===== src/sv/calendar_clock_counter_macros.svh =====
// assertion macros for the calendar clock counter
// used by calendar_clock_counter.sv; no other dependencies
`ifndef CALENDAR_CLOCK_COUNTER_MACROS_SVH
`define CALENDAR_CLOCK_COUNTER_MACROS_SVH

`ifndef ASSERT_OFF

`define CCC_ASSERT(label, clk, rst, prop) \
   label: assert property (@(posedge clk) disable iff (rst) prop) \
      else $error("calendar clock counter assertion failed");

`define CCC_ASSERT_NEVER(label, clk, rst, expr) \
   label: assert property (@(posedge clk) disable iff (rst) !(expr)) \
      else $error("calendar clock counter forbidden condition");

`else

`define CCC_ASSERT(label, clk, rst, prop)

`define CCC_ASSERT_NEVER(label, clk, rst, expr)

`endif

`endif


===== src/sv/ccc_pkg.sv =====
// types, opcodes and calendar helpers for the calendar clock counter
// no dependencies
package ccc_pkg;

   localparam logic [1:0] OP_TICK = 2'd0;
   localparam logic [1:0] OP_LOAD = 2'd1;
   localparam logic [1:0] OP_STOP = 2'd2;
   localparam logic [1:0] OP_RUN  = 2'd3;

   localparam logic [7:0] SEC_LAST   = 8'd59;
   localparam logic [7:0] MIN_LAST   = 8'd59;
   localparam logic [7:0] HOUR_LAST  = 8'd23;
   localparam logic [7:0] MONTH_LAST = 8'd12;
   localparam logic [7:0] DAYS_LONG  = 8'd31;
   localparam logic [7:0] DAYS_SHORT = 8'd30;
   localparam logic [7:0] DAYS_FEB   = 8'd28;
   localparam logic [7:0] DAYS_LEAP  = 8'd29;

   // odd-factor divisibility: x*inv(d) mod 2^16 <= (2^16-1)/d exactly when d divides x
   localparam logic [15:0] INV_25  = 16'd23593;
   localparam logic [15:0] LIM_25  = 16'd2621;
   localparam logic [15:0] INV_125 = 16'd30933;
   localparam logic [15:0] LIM_125 = 16'd524;

   typedef struct packed {
      logic [1:0]  opcode;
      logic [15:0] load_year;
      logic [7:0]  load_month;
      logic [7:0]  load_day;
      logic [7:0]  load_hour;
      logic [7:0]  load_minute;
      logic [7:0]  load_second;
   } req_type;

   typedef struct packed {
      logic [15:0] year_out;
      logic [7:0]  month_out;
      logic [7:0]  day_out;
      logic [7:0]  hour_out;
      logic [7:0]  minute_out;
      logic [7:0]  second_out;
      logic        running_out;
   } rsp_type;

   // 4000 = 32*125, 400 = 16*25, 100 = 4*25
   function automatic logic is_leap(input logic [15:0] year);
      logic [15:0] p25;
      logic [15:0] p125;
      logic        d25;
      logic        d125;
      p25  = year * INV_25;
      p125 = year * INV_125;
      d25  = (p25 <= LIM_25);
      d125 = (p125 <= LIM_125);
      if (year[4:0] == 5'd0 && d125) begin
         is_leap = 1'b0;
      end else if (year[3:0] == 4'd0 && d25) begin
         is_leap = 1'b1;
      end else if (year[1:0] == 2'd0 && d25) begin
         is_leap = 1'b0;
      end else begin
         is_leap = (year[1:0] == 2'd0);
      end
   endfunction

   function automatic logic [7:0] month_days(input logic [7:0] month, input logic leap);
      case (month)
         8'd1, 8'd3, 8'd5, 8'd7, 8'd8, 8'd10, 8'd12: begin
            month_days = DAYS_LONG;
         end
         8'd2: begin
            month_days = leap ? DAYS_LEAP : DAYS_FEB;
         end
         default: begin
            month_days = DAYS_SHORT;
         end
      endcase
   endfunction

endpackage


===== src/sv/calendar_clock_counter.sv =====
// calendar clock counter: time-of-day and date registers with run flag
// depends on ccc_pkg and calendar_clock_counter_macros.svh
// a word accepted on req is held in the input register, then its result in the result register for rsp
// throughput: one word per cycle unless a stalled rsp holds the result register
// reset (synchronous, active high) clears all counters to zero and stops the clock
`include "calendar_clock_counter_macros.svh"

module calendar_clock_counter (
   input  logic            clock,
   input  logic            reset,
   input  logic            req_valid,
   output logic            req_ready,
   input  ccc_pkg::req_type req_data,
   output logic            rsp_valid,
   input  logic            rsp_ready,
   output ccc_pkg::rsp_type rsp_data
);
   import ccc_pkg::*;

   logic        in_valid_ff, in_valid_in;
   req_type     in_word_ff;

   logic [7:0]  sec_ff,   sec_in;
   logic [7:0]  min_ff,   min_in;
   logic [7:0]  hour_ff,  hour_in;
   logic [7:0]  day_ff,   day_in;
   logic [7:0]  month_ff, month_in;
   logic [15:0] year_ff,  year_in;
   logic        run_ff,   run_in;

   logic        out_valid_ff, out_valid_in;
   rsp_type     out_word_ff,  out_word_in;

   logic        advance;
   logic        in_take;
   logic [7:0]  day_limit;

   // the update stage moves when it holds a word and the result register is free or being drained
   assign advance   = in_valid_ff && (!out_valid_ff || rsp_ready);
   assign req_ready = !in_valid_ff || advance;
   assign in_take   = req_valid && req_ready;

   assign in_valid_in  = in_take || (in_valid_ff && !advance);
   assign out_valid_in = advance || (out_valid_ff && !rsp_ready);

   assign day_limit = month_days(month_ff, is_leap(year_ff));

   always_comb begin
      sec_in   = sec_ff;
      min_in   = min_ff;
      hour_in  = hour_ff;
      day_in   = day_ff;
      month_in = month_ff;
      year_in  = year_ff;
      run_in   = run_ff;
      if (advance) begin
         case (in_word_ff.opcode)
            OP_TICK: begin
               if (run_ff) begin
                  // ripple the carry up through the counters
                  if (sec_ff < SEC_LAST) begin
                     sec_in = sec_ff + 8'd1;
                  end else begin
                     sec_in = 8'd0;
                     if (min_ff < MIN_LAST) begin
                        min_in = min_ff + 8'd1;
                     end else begin
                        min_in = 8'd0;
                        if (hour_ff < HOUR_LAST) begin
                           hour_in = hour_ff + 8'd1;
                        end else begin
                           hour_in = 8'd0;
                           if (day_ff < day_limit) begin
                              day_in = day_ff + 8'd1;
                           end else begin
                              day_in = 8'd1;
                              if (month_ff < MONTH_LAST) begin
                                 month_in = month_ff + 8'd1;
                              end else begin
                                 month_in = 8'd1;
                                 year_in  = year_ff + 16'd1;
                              end
                           end
                        end
                     end
                  end
               end
            end
            OP_LOAD: begin
               year_in  = in_word_ff.load_year;
               month_in = in_word_ff.load_month;
               day_in   = in_word_ff.load_day;
               hour_in  = in_word_ff.load_hour;
               min_in   = in_word_ff.load_minute;
               sec_in   = in_word_ff.load_second;
               run_in   = 1'b1;
            end
            OP_STOP: begin
               run_in = 1'b0;
            end
            OP_RUN: begin
               run_in = 1'b1;
            end
            default: begin
               run_in = run_ff;
            end
         endcase
      end
   end

   always_comb begin
      out_word_in.year_out    = year_in;
      out_word_in.month_out   = month_in;
      out_word_in.day_out     = day_in;
      out_word_in.hour_out    = hour_in;
      out_word_in.minute_out  = min_in;
      out_word_in.second_out  = sec_in;
      out_word_in.running_out = run_in;
   end

   always_ff @(posedge clock) begin
      if (reset) begin
         in_valid_ff  <= 1'b0;
         out_valid_ff <= 1'b0;
         sec_ff       <= 8'd0;
         min_ff       <= 8'd0;
         hour_ff      <= 8'd0;
         day_ff       <= 8'd0;
         month_ff     <= 8'd0;
         year_ff      <= 16'd0;
         run_ff       <= 1'b0;
      end else begin
         in_valid_ff  <= in_valid_in;
         out_valid_ff <= out_valid_in;
         sec_ff       <= sec_in;
         min_ff       <= min_in;
         hour_ff      <= hour_in;
         day_ff       <= day_in;
         month_ff     <= month_in;
         year_ff      <= year_in;
         run_ff       <= run_in;
      end
   end

   always_ff @(posedge clock) begin
      if (in_take) begin
         in_word_ff <= req_data;
      end
      if (advance) begin
         out_word_ff <= out_word_in;
      end
   end

   assign rsp_valid = out_valid_ff;
   assign rsp_data  = out_word_ff;

   `CCC_ASSERT(a_stop_clears_run, clock, reset,
      advance && in_word_ff.opcode == OP_STOP |=> !run_ff)
   `CCC_ASSERT(a_stopped_tick_holds, clock, reset,
      advance && in_word_ff.opcode == OP_TICK && !run_ff |=>
      $stable(sec_ff) && $stable(min_ff) && $stable(hour_ff) &&
      $stable(day_ff) && $stable(month_ff) && $stable(year_ff))
   `CCC_ASSERT(a_second_steps, clock, reset,
      advance && in_word_ff.opcode == OP_TICK && run_ff && sec_ff < SEC_LAST |=>
      sec_ff == $past(sec_ff) + 8'd1 && $stable(min_ff))
   `CCC_ASSERT(a_result_matches_state, clock, reset,
      $past(advance) |-> out_word_ff.second_out == sec_ff && out_word_ff.running_out == run_ff)
   `CCC_ASSERT_NEVER(a_state_moves_idle, clock, reset,
      !advance && (sec_in != sec_ff || run_in != run_ff))

endmodule


===== config.mk =====
export PLATFORM = sky130hd
export DESIGN_NAME = calendar_clock_counter
export DESIGN_NICKNAME = d
export VERILOG_FILES = /design/src/sv/ccc_pkg.sv /design/src/sv/calendar_clock_counter.sv
export VERILOG_INCLUDE_DIRS = /design/src /design/src/sv
export SDC_FILE = /design/constraint.sdc
export NUM_CORES = 1
export LEC_CHECK = 0
export BUFFER_PORTS_ARGS = -buffer_cell sky130_fd_sc_hd__buf_2
export CAP_MARGIN = 40
export CORE_ASPECT_RATIO = 0.75
export CORE_UTILIZATION = 35
export CTS_CLUSTER_SIZE = 24
export DETAILED_ROUTE_END_ITERATION = 8
export GPL_TIMING_DRIVEN = 0
export SYNTH_ARGS = -nofsm -noshare
export SYNTH_HDL_FRONTEND = slang
export SYNTH_SLANG_ARGS = --single-unit

===== constraint.sdc =====
create_clock -name clock -period 10.35 [get_ports clock]
set_clock_uncertainty 0.2 [all_clocks]
set_input_delay 2.07 -clock clock [delete_from_list [all_inputs] [get_ports clock]]
set_output_delay 2.07 -clock clock [all_outputs]
set_load 0.02 [all_outputs]

==> impl_results.md, run 1 <==
* Status: finished clean
* Detailed placer's ending HPWL at around 22 mm
* Setup TNS at 0 ps
* Core Region at 30100 um^2
* Register bit total from synthesis at 174
* Drc violations at 0
* Rows at 55
* Slowest Stage Delay on Critical Path at around 800 ps
* Post-layout minimum cycle time at 7100 ps
* Clk buf depth at 2
* Setup Viol. Count Final at 0
* WS Path Type: reg -> reg
* Seq/Total Area, Yosys at 0.432
* Share of layout cells above drive strength 1 at 0.150
* Overflow left after global routing at 0
* Setup ws final at around 3300 ps
* Worst vdd rail ir drop at roughly 0.09 mV
* H-tree Lvls at 4
* Net Switching at 0.000460 W
* Max Clk Rate at ~0.14 GHz
* Routed vias/inst at 5.18
* Initial DRC count at 855
* Initial DRT Pass Iterations at 5
* Cell Chain, Critical Path: fa_1 > inv_1 > fa_1 > fa_1 > fa_1 > fa_1 > fa_1 > inv_1 > ha_1 > nor2b_1 > o41ai_1 > o211ai_1 > nor3_1 > o211ai_1 > o31ai_1 > o211a_1 > buf_6 > mux2_1 > o21ai_1
* Yosys warnings at 0
* Die ar. at 31400 um^2
* Reg2Reg Launch Point: year_ff[0]$_SDFF_PP0_
* Clock net sink count at 174
* Cell repeated most along the worst path: fa_1
* Total clock buffers created by CTS at 17
* Synth top area share at 0.322
* Syn Nets at 1219
* Worst Path Required at 10430 ps
* Via count at 7960
* Clock group share of total power at 0.384
* Switching share of total power at 0.277
* RSZ-0062 raised after global routing: no
* Pin count of the biggest net entering global routing at between 50 and 60
* Critical path arrival at 7180 ps
* Total GRT Usage at 0.191
* N_diodes at 0
* Least-Margin Pin Slew at 933 ps
* Power Density at 133 nW/um^2
* Gate count after technology mapping at 983
* First-pass GRT wire length at between 40 and 50 mm
* Detailed-route wire length per cell at ~19 um
* Fin. Hold Viols at 0
* Root buf cell: clkbuf_16
* Routed Antenna Nets at 0
* Layout area overhead at 15.9%
* Nets at 1360
* Later-pin clock latency in the skew report at 450 ps
* Leak at 5.47 nW
* Worst Path Max Fanout at 14
* TritonCTS clock tree: done
* Worst path slowest cell: dfxtp_1
* Placer Congestion at 0.930
* Vias in the first global route at 7557
* Rel. slew slack at 0.372
* Comb pwr share at 0.139
* Asr flop ratio synth at 0
* IO Pins at 121
* Main flop type after synthesis: edfxtp_1
* Setup crit start: year_ff[0]$_SDFF_PP0_
* Worst setup SP type: flop
* Mapped cell area at 10700 um^2
* Die Ht at 154 um
* Share of the cycle needed by the critical path after routing at 0.686
* Starting Density at 0.356
* Post-CTS setup buffer count at 0
* Worst hold path class: reg -> reg
* Max-Cap Viols at 0
* Place WS at 3270 ps
* Die W at 204 um
* Routed wire length at 29.2 mm
* Hold Startpoint: in_valid_ff$_SDFF_PP0_
* Post-synth cell types at 63
* Post-CTS sizing at 0
* Worst-path clk slew at 70 ps
* CP Capture Type: flop
* Area leader, netlist: edfxtp_1
* Hold buffers post-CTS at 0
* Int Power at 0.00120 W
* Seq pwr share at 0.477
* Antenna violations before repair at 0
* Max-slew violations at 0
* Synth area leaders: edfxtp_1, ha_1, dfxtp_1, fa_1, inv_1
* Post-Syn Area per Cell at 10.9 um^2
* Final core occ at 0.413
* EDFF count, synth at 115
* PortBufs at 120
## routing by layer
| metal | wire [um] | GRT usage | vias up |
|---|---|---|---|
| met5 | 0 | 0 | - |
| li1 | - | - | 3762 |
| met2 | 11800 | 0.264 | 304 |
| met4 | 175 | 0.0309 | 0 |
| met1 | 14900 | 0.300 | 3877 |
| met3 | 2360 | 0.0458 | 17 |
## worst max-delay path: cells and delay by family (launching register included)
| family | cells | cell delay [ps] |
|---|---|---|
| adder cells (fa/ha/maj) | 7 | 3520 |
| AO/OA/AOI/OAI | 6 | 1390 |
| flip-flops | 1 | 800 |
| AND/OR/NAND/NOR | 2 | 380 |
| multiplexers | 1 | 350 |
| buffers and inverters | 3 | 290 |
## path summary, 6_finish.rpt
check                                end  slack (ps)  cells after the start
hold reg to reg     rsp_valid$_SDFF_PP0_         330                      2
setup reg to reg  rsp_data[34]$_DFFE_PP_        3250                     19
setup / recovery  rsp_data[34]$_DFFE_PP_        3250                     19
hold / removal      rsp_valid$_SDFF_PP0_         330                      2
## per-stage QoR
| step | instance area (um^2) | power (W) | hold WS (ps) | instances |
|---|---|---|---|---|
| after global placement | 11800 | 0.00103 | 309 | 1502 |
| after global routing | 12400 | 0.00173 | 352 | 1536 |
| final | 12400 | 0.00166 | 325 | 1536 |
| after CTS | 12400 | 0.00167 | 325 | 1535 |
| after detailed placement | 11900 | 0.00104 | 312 | 1503 |
| after floorplan | 10700 | 0.000955 | 280 | 983 |
## cells in the mapped netlist (5+ instances only)
cell type,count
clkbuf_1,21
nor2b_1,45
a31oi_1,13
nand2_1,68
o211ai_1,9
o21a_1,7
a22o_1,10
a211oi_1,7
o21ai_0,35
a22oi_1,11
nand2b_1,5
a221o_1,6
fa_1,48
inv_1,139
nor2_1,44
a21oi_1,35
o31ai_1,5
o2111ai_1,5
a32oi_1,5
xnor2_1,26
edfxtp_1,115
nand3_1,21
and3_1,8
nor3_1,14
xor2_1,6
dfxtp_1,59
ha_1,126
nor4_1,9
nand4_1,9
## placed cells by master, fill, tap and decap left out, types with 7 or more instances in the layout
| cell | count |
|---|---|
| o211ai_1 | 9 |
| nor2b_1 | 45 |
| ha_1 | 126 |
| nand4_1 | 9 |
| nor3_1 | 14 |
| a31oi_1 | 13 |
| and3_1 | 8 |
| fa_1 | 48 |
| clkbuf_16 | 17 |
| buf_2 | 122 |
| nand3_1 | 21 |
| edfxtp_1 | 115 |
| a22o_1 | 10 |
| dfxtp_1 | 59 |
| a211oi_1 | 7 |
| a21oi_1 | 35 |
| nor2_1 | 44 |
| nand2_1 | 68 |
| nor4_1 | 9 |
| clkbuf_1 | 22 |
| a22oi_1 | 11 |
| o21a_1 | 7 |
| xnor2_1 | 26 |
| o21ai_0 | 35 |
| inv_1 | 138 |
## flip-flops by register name (all words and copies together) (netlist names)
| name | flops |
|---|---|
| in_valid_ff | 1 |
| rsp_data | 57 |
| run_ff | 1 |
| in_word_ff | 58 |
| year_ff | 16 |
| day_ff | 8 |
| month_ff | 8 |
| hour_ff | 8 |
| min_ff | 8 |
| sec_ff | 8 |
| rsp_valid | 1 |
## logic make-up after synthesis
group | after synthesis | share of synthesized area
buffers and inverters | 164 | 0.0583
adders and majority gates | 174 | 0.236
DFF | 174 | 0.432
and+or+nand+nor | 250 | 0.117
AOI/OAI and AO/OA | 179 | 0.115
xor gates and xnor gates | 37 | 0.0362
muxes | 5 | 0.00489
## final cells by class
class                   count  area (um^2)
fillers                  2922        17700
multi-input cells         645         5480
flip-flops and latches    174         4630
repair buffers            122          628
inverters                 139          522
well taps                 399          499
clock buffers              18          429
clock inverters            14          150
plain buffers              25          104
## power groups by stage
stage	logic, W	clock network, W	registers (W)
after floorplan	0.000143	0	0.000812
after global placement	0.000225	0	0.000809
after detailed placement	0.000231	0	0.000806
after CTS	0.000232	0.000646	0.000791
after global routing	0.000258	0.000673	0.000794
final	0.000231	0.000638	0.000791
Power figures use the tool's default switching activity.
==> run 2: changes to the inputs <==
Clock period 10.35 ns to 6.49 ns, I/O delays scaled along.
==> impl_results.md, run 2 (synthesis results as in run 1) <==
* Setup ws final at 195 ps
* Die Ht at 154 um
* R2r endpoint: rsp_data[35]$_DFFE_PP_
* Fin. Hold Viols at 0
* Post-layout minimum cycle time at approximately 6300 ps
* Starting Density at 0.356
* Most common cell after layout, fill and taps aside: inv_1
* Setup Viol. Count Final at 0
* Rel. slew slack at 0.366
* Max Clk Rate at 0.159 GHz
* Pwr Total at 0.00266 W
* Register area at 4650 um^2
* Delay-heaviest family, CP: adder cells
* Antenna violations before repair at 0
* Routed Antenna Nets at 0
* Total clock buffers created by CTS at 17
* Least-Margin Pin Slew at 941 ps
* Worst hold path class: reg -> reg
* Core Region at 30100 um^2
* IO Pins at 121
* RSZ-0062 raised after global routing: no
* Leak at between 5 and 6 nW
* Routed vias/inst at 5.19
* Worst hold slack at 323 ps
* H-tree Lvls at 4
* Drc violations at 0
* Cell Chain, Critical Path: fa_2 > inv_1 > fa_1 > fa_1 > fa_1 > fa_1 > fa_1 > inv_1 > ha_4 > nor2b_1 > o41ai_2 > o211ai_1 > nor3_2 > o211ai_1 > o31ai_2 > o211a_1 > buf_6 > mux2_1 > nand3_1
* Area occupied by multi-input gates at 5540 um^2
* Critical path arrival at 6400 ps
* Worst Path Max Fanout at 8
* Worst-path clk slew at 70 ps
* Overflow left after global routing at 0
* Initial DRT Pass Iterations at 5
* First-pass GRT wire length at approximately 45 mm
* Vias in the first global route at 7581
* Status: finished clean
* Worst path slowest cell: fa_2
* Max-Cap Viols at 0
* Worst r2r path cells at 19
* Later-pin clock latency in the skew report at around 450 ps
* Hold Crit Endpoint: sec_ff[5]$_SDFF_PP0_
* Total GRT Usage at 0.192
* Max-slew violations at 0
* Layout area overhead at 17.1%
* Hold buffers post-CTS at 0
* Hold Crit Depth at 2
* Clk buf depth at 2
* Via count at 8005
* Share of layout cells above drive strength 1 at 0.167
* Detailed placer's ending HPWL at 22.4 mm
* Rows at 55
* Power Density at 212 nW/um^2
* Worst path bufs/invs at 3
* Initial DRC count at 827
* Worst setup SP type: flop
* PortBufs at 120
* Root buf cell: clkbuf_16
* Placer Congestion at 0.930
* Most frequent cells in the layout: inv_1, ha_1, buf_2
* Share of the cycle needed by the critical path after routing at 0.970
* Detailed-route wire length per cell at between 15 and 20 um
* Clock net sink count at 174
* Die ar. at 31400 um^2
* TritonCTS clock tree: done
* Largest Register: in_word_ff
* Cell repeated most along the worst path: fa_1
* Worst vdd rail ir drop at 0.149 mV
* Hold Startpoint: sec_ff[5]$_SDFF_PP0_
* N_diodes at 0
* Reg2Reg Launch Point: year_ff[1]$_SDFF_PP0_
* WS Path Type: reg -> reg
* Place WS at -587 ps
* Die W at 204 um
* Worst Path Required at 6590 ps
* Pin count of the biggest net entering global routing at 59
* R2R setup slack at 190 ps
* Nets at 1367
* Max reg flops at between 50 and 60
* Routed wire length at 29.3 mm
* Slowest Stage Delay on Critical Path at 590 ps
* CP Capture Type: flop
* FILL cells at 2909
==> run 2: cell types whose count changed in the layout (fill, tap and decap cells not counted), moves of 2 or more <==
cell / previous run / this run
o21ai_1: 4 / 2
dfxtp_1: 59 / 53
dfxtp_2: 0 / 3
buf_4: 1 / 8
dfxtp_4: 0 / 3
o21ai_2: 0 / 2
==> run 2: report_power, final <==
part	internal, W	switching (W)
logic	0.000149	0.000237
clock network	0.000543	0.000472
registers	0.00123	0.0000294
total	0.00192	0.000738
==> run 2: worst max path at each step <==
stage,from,to,slack (ps),depth (start not counted)
floorplan,year_ff[0]$_SDFF_PP0_,rsp_data[34]$_DFFE_PP_,360,19
global placement,year_ff[0]$_SDFF_PP0_,rsp_data[34]$_DFFE_PP_,-540,19
detailed placement,year_ff[0]$_SDFF_PP0_,rsp_data[34]$_DFFE_PP_,-590,19
CTS,year_ff[1]$_SDFF_PP0_,rsp_data[34]$_DFFE_PP_,8,19
global route,year_ff[0]$_SDFF_PP0_,rsp_data[33]$_DFFE_PP_,10,19
finish,year_ff[1]$_SDFF_PP0_,rsp_data[35]$_DFFE_PP_,190,19
==> run 2: worst min-delay path, delay by kind of cell (launching register included) <==
kind,cells,cell delay (ps)
DFF,1,320
and+or+nand+nor,1,80
AOI/OAI and AO/OA,1,80
==> run 2: timing repair <==
item / CTS / global route
pin swaps: 6 / 8
setup endpoints to repair: 22 / 11
buffers inserted: 5 / 2
gates resized for setup: 9 / 10
==> run 2: per-layer routing <==
layer	wire length [um]	part of all wire	GRT usage	up-vias
met5	0	0	0	-
met4	214	0.0073	0.0320	0
met3	2670	0.091	0.0477	19
met1	14700	0.50	0.300	3873
met2	11800	0.40	0.264	339
li1	-	-	-	3774
==> run 2: final cells by class <==
class,count,area share
Sequential cell,174,0.370
Multi-Input combinational cell,645,0.440
Clock inverter,14,0.0119
Inverter,139,0.0415
Clock buffer,18,0.0341
Tap cell,399,0.0397
Buffer,25,0.00826
Timing Repair Buffer,129,0.0541
==> run 2: metrics by stage <==
stage	utilization	TNS (ps)	instances	area (um^2)
6_report	0.417	0	1543	12600
5_1_grt	0.417	0	1543	12600
4_1_cts	0.415	0	1540	12500
3_5_place_dp	0.393	-8370	1503	11900
3_3_place_gp	0.393	-7140	1502	11800
2_1_floorplan	-	0	983	10700
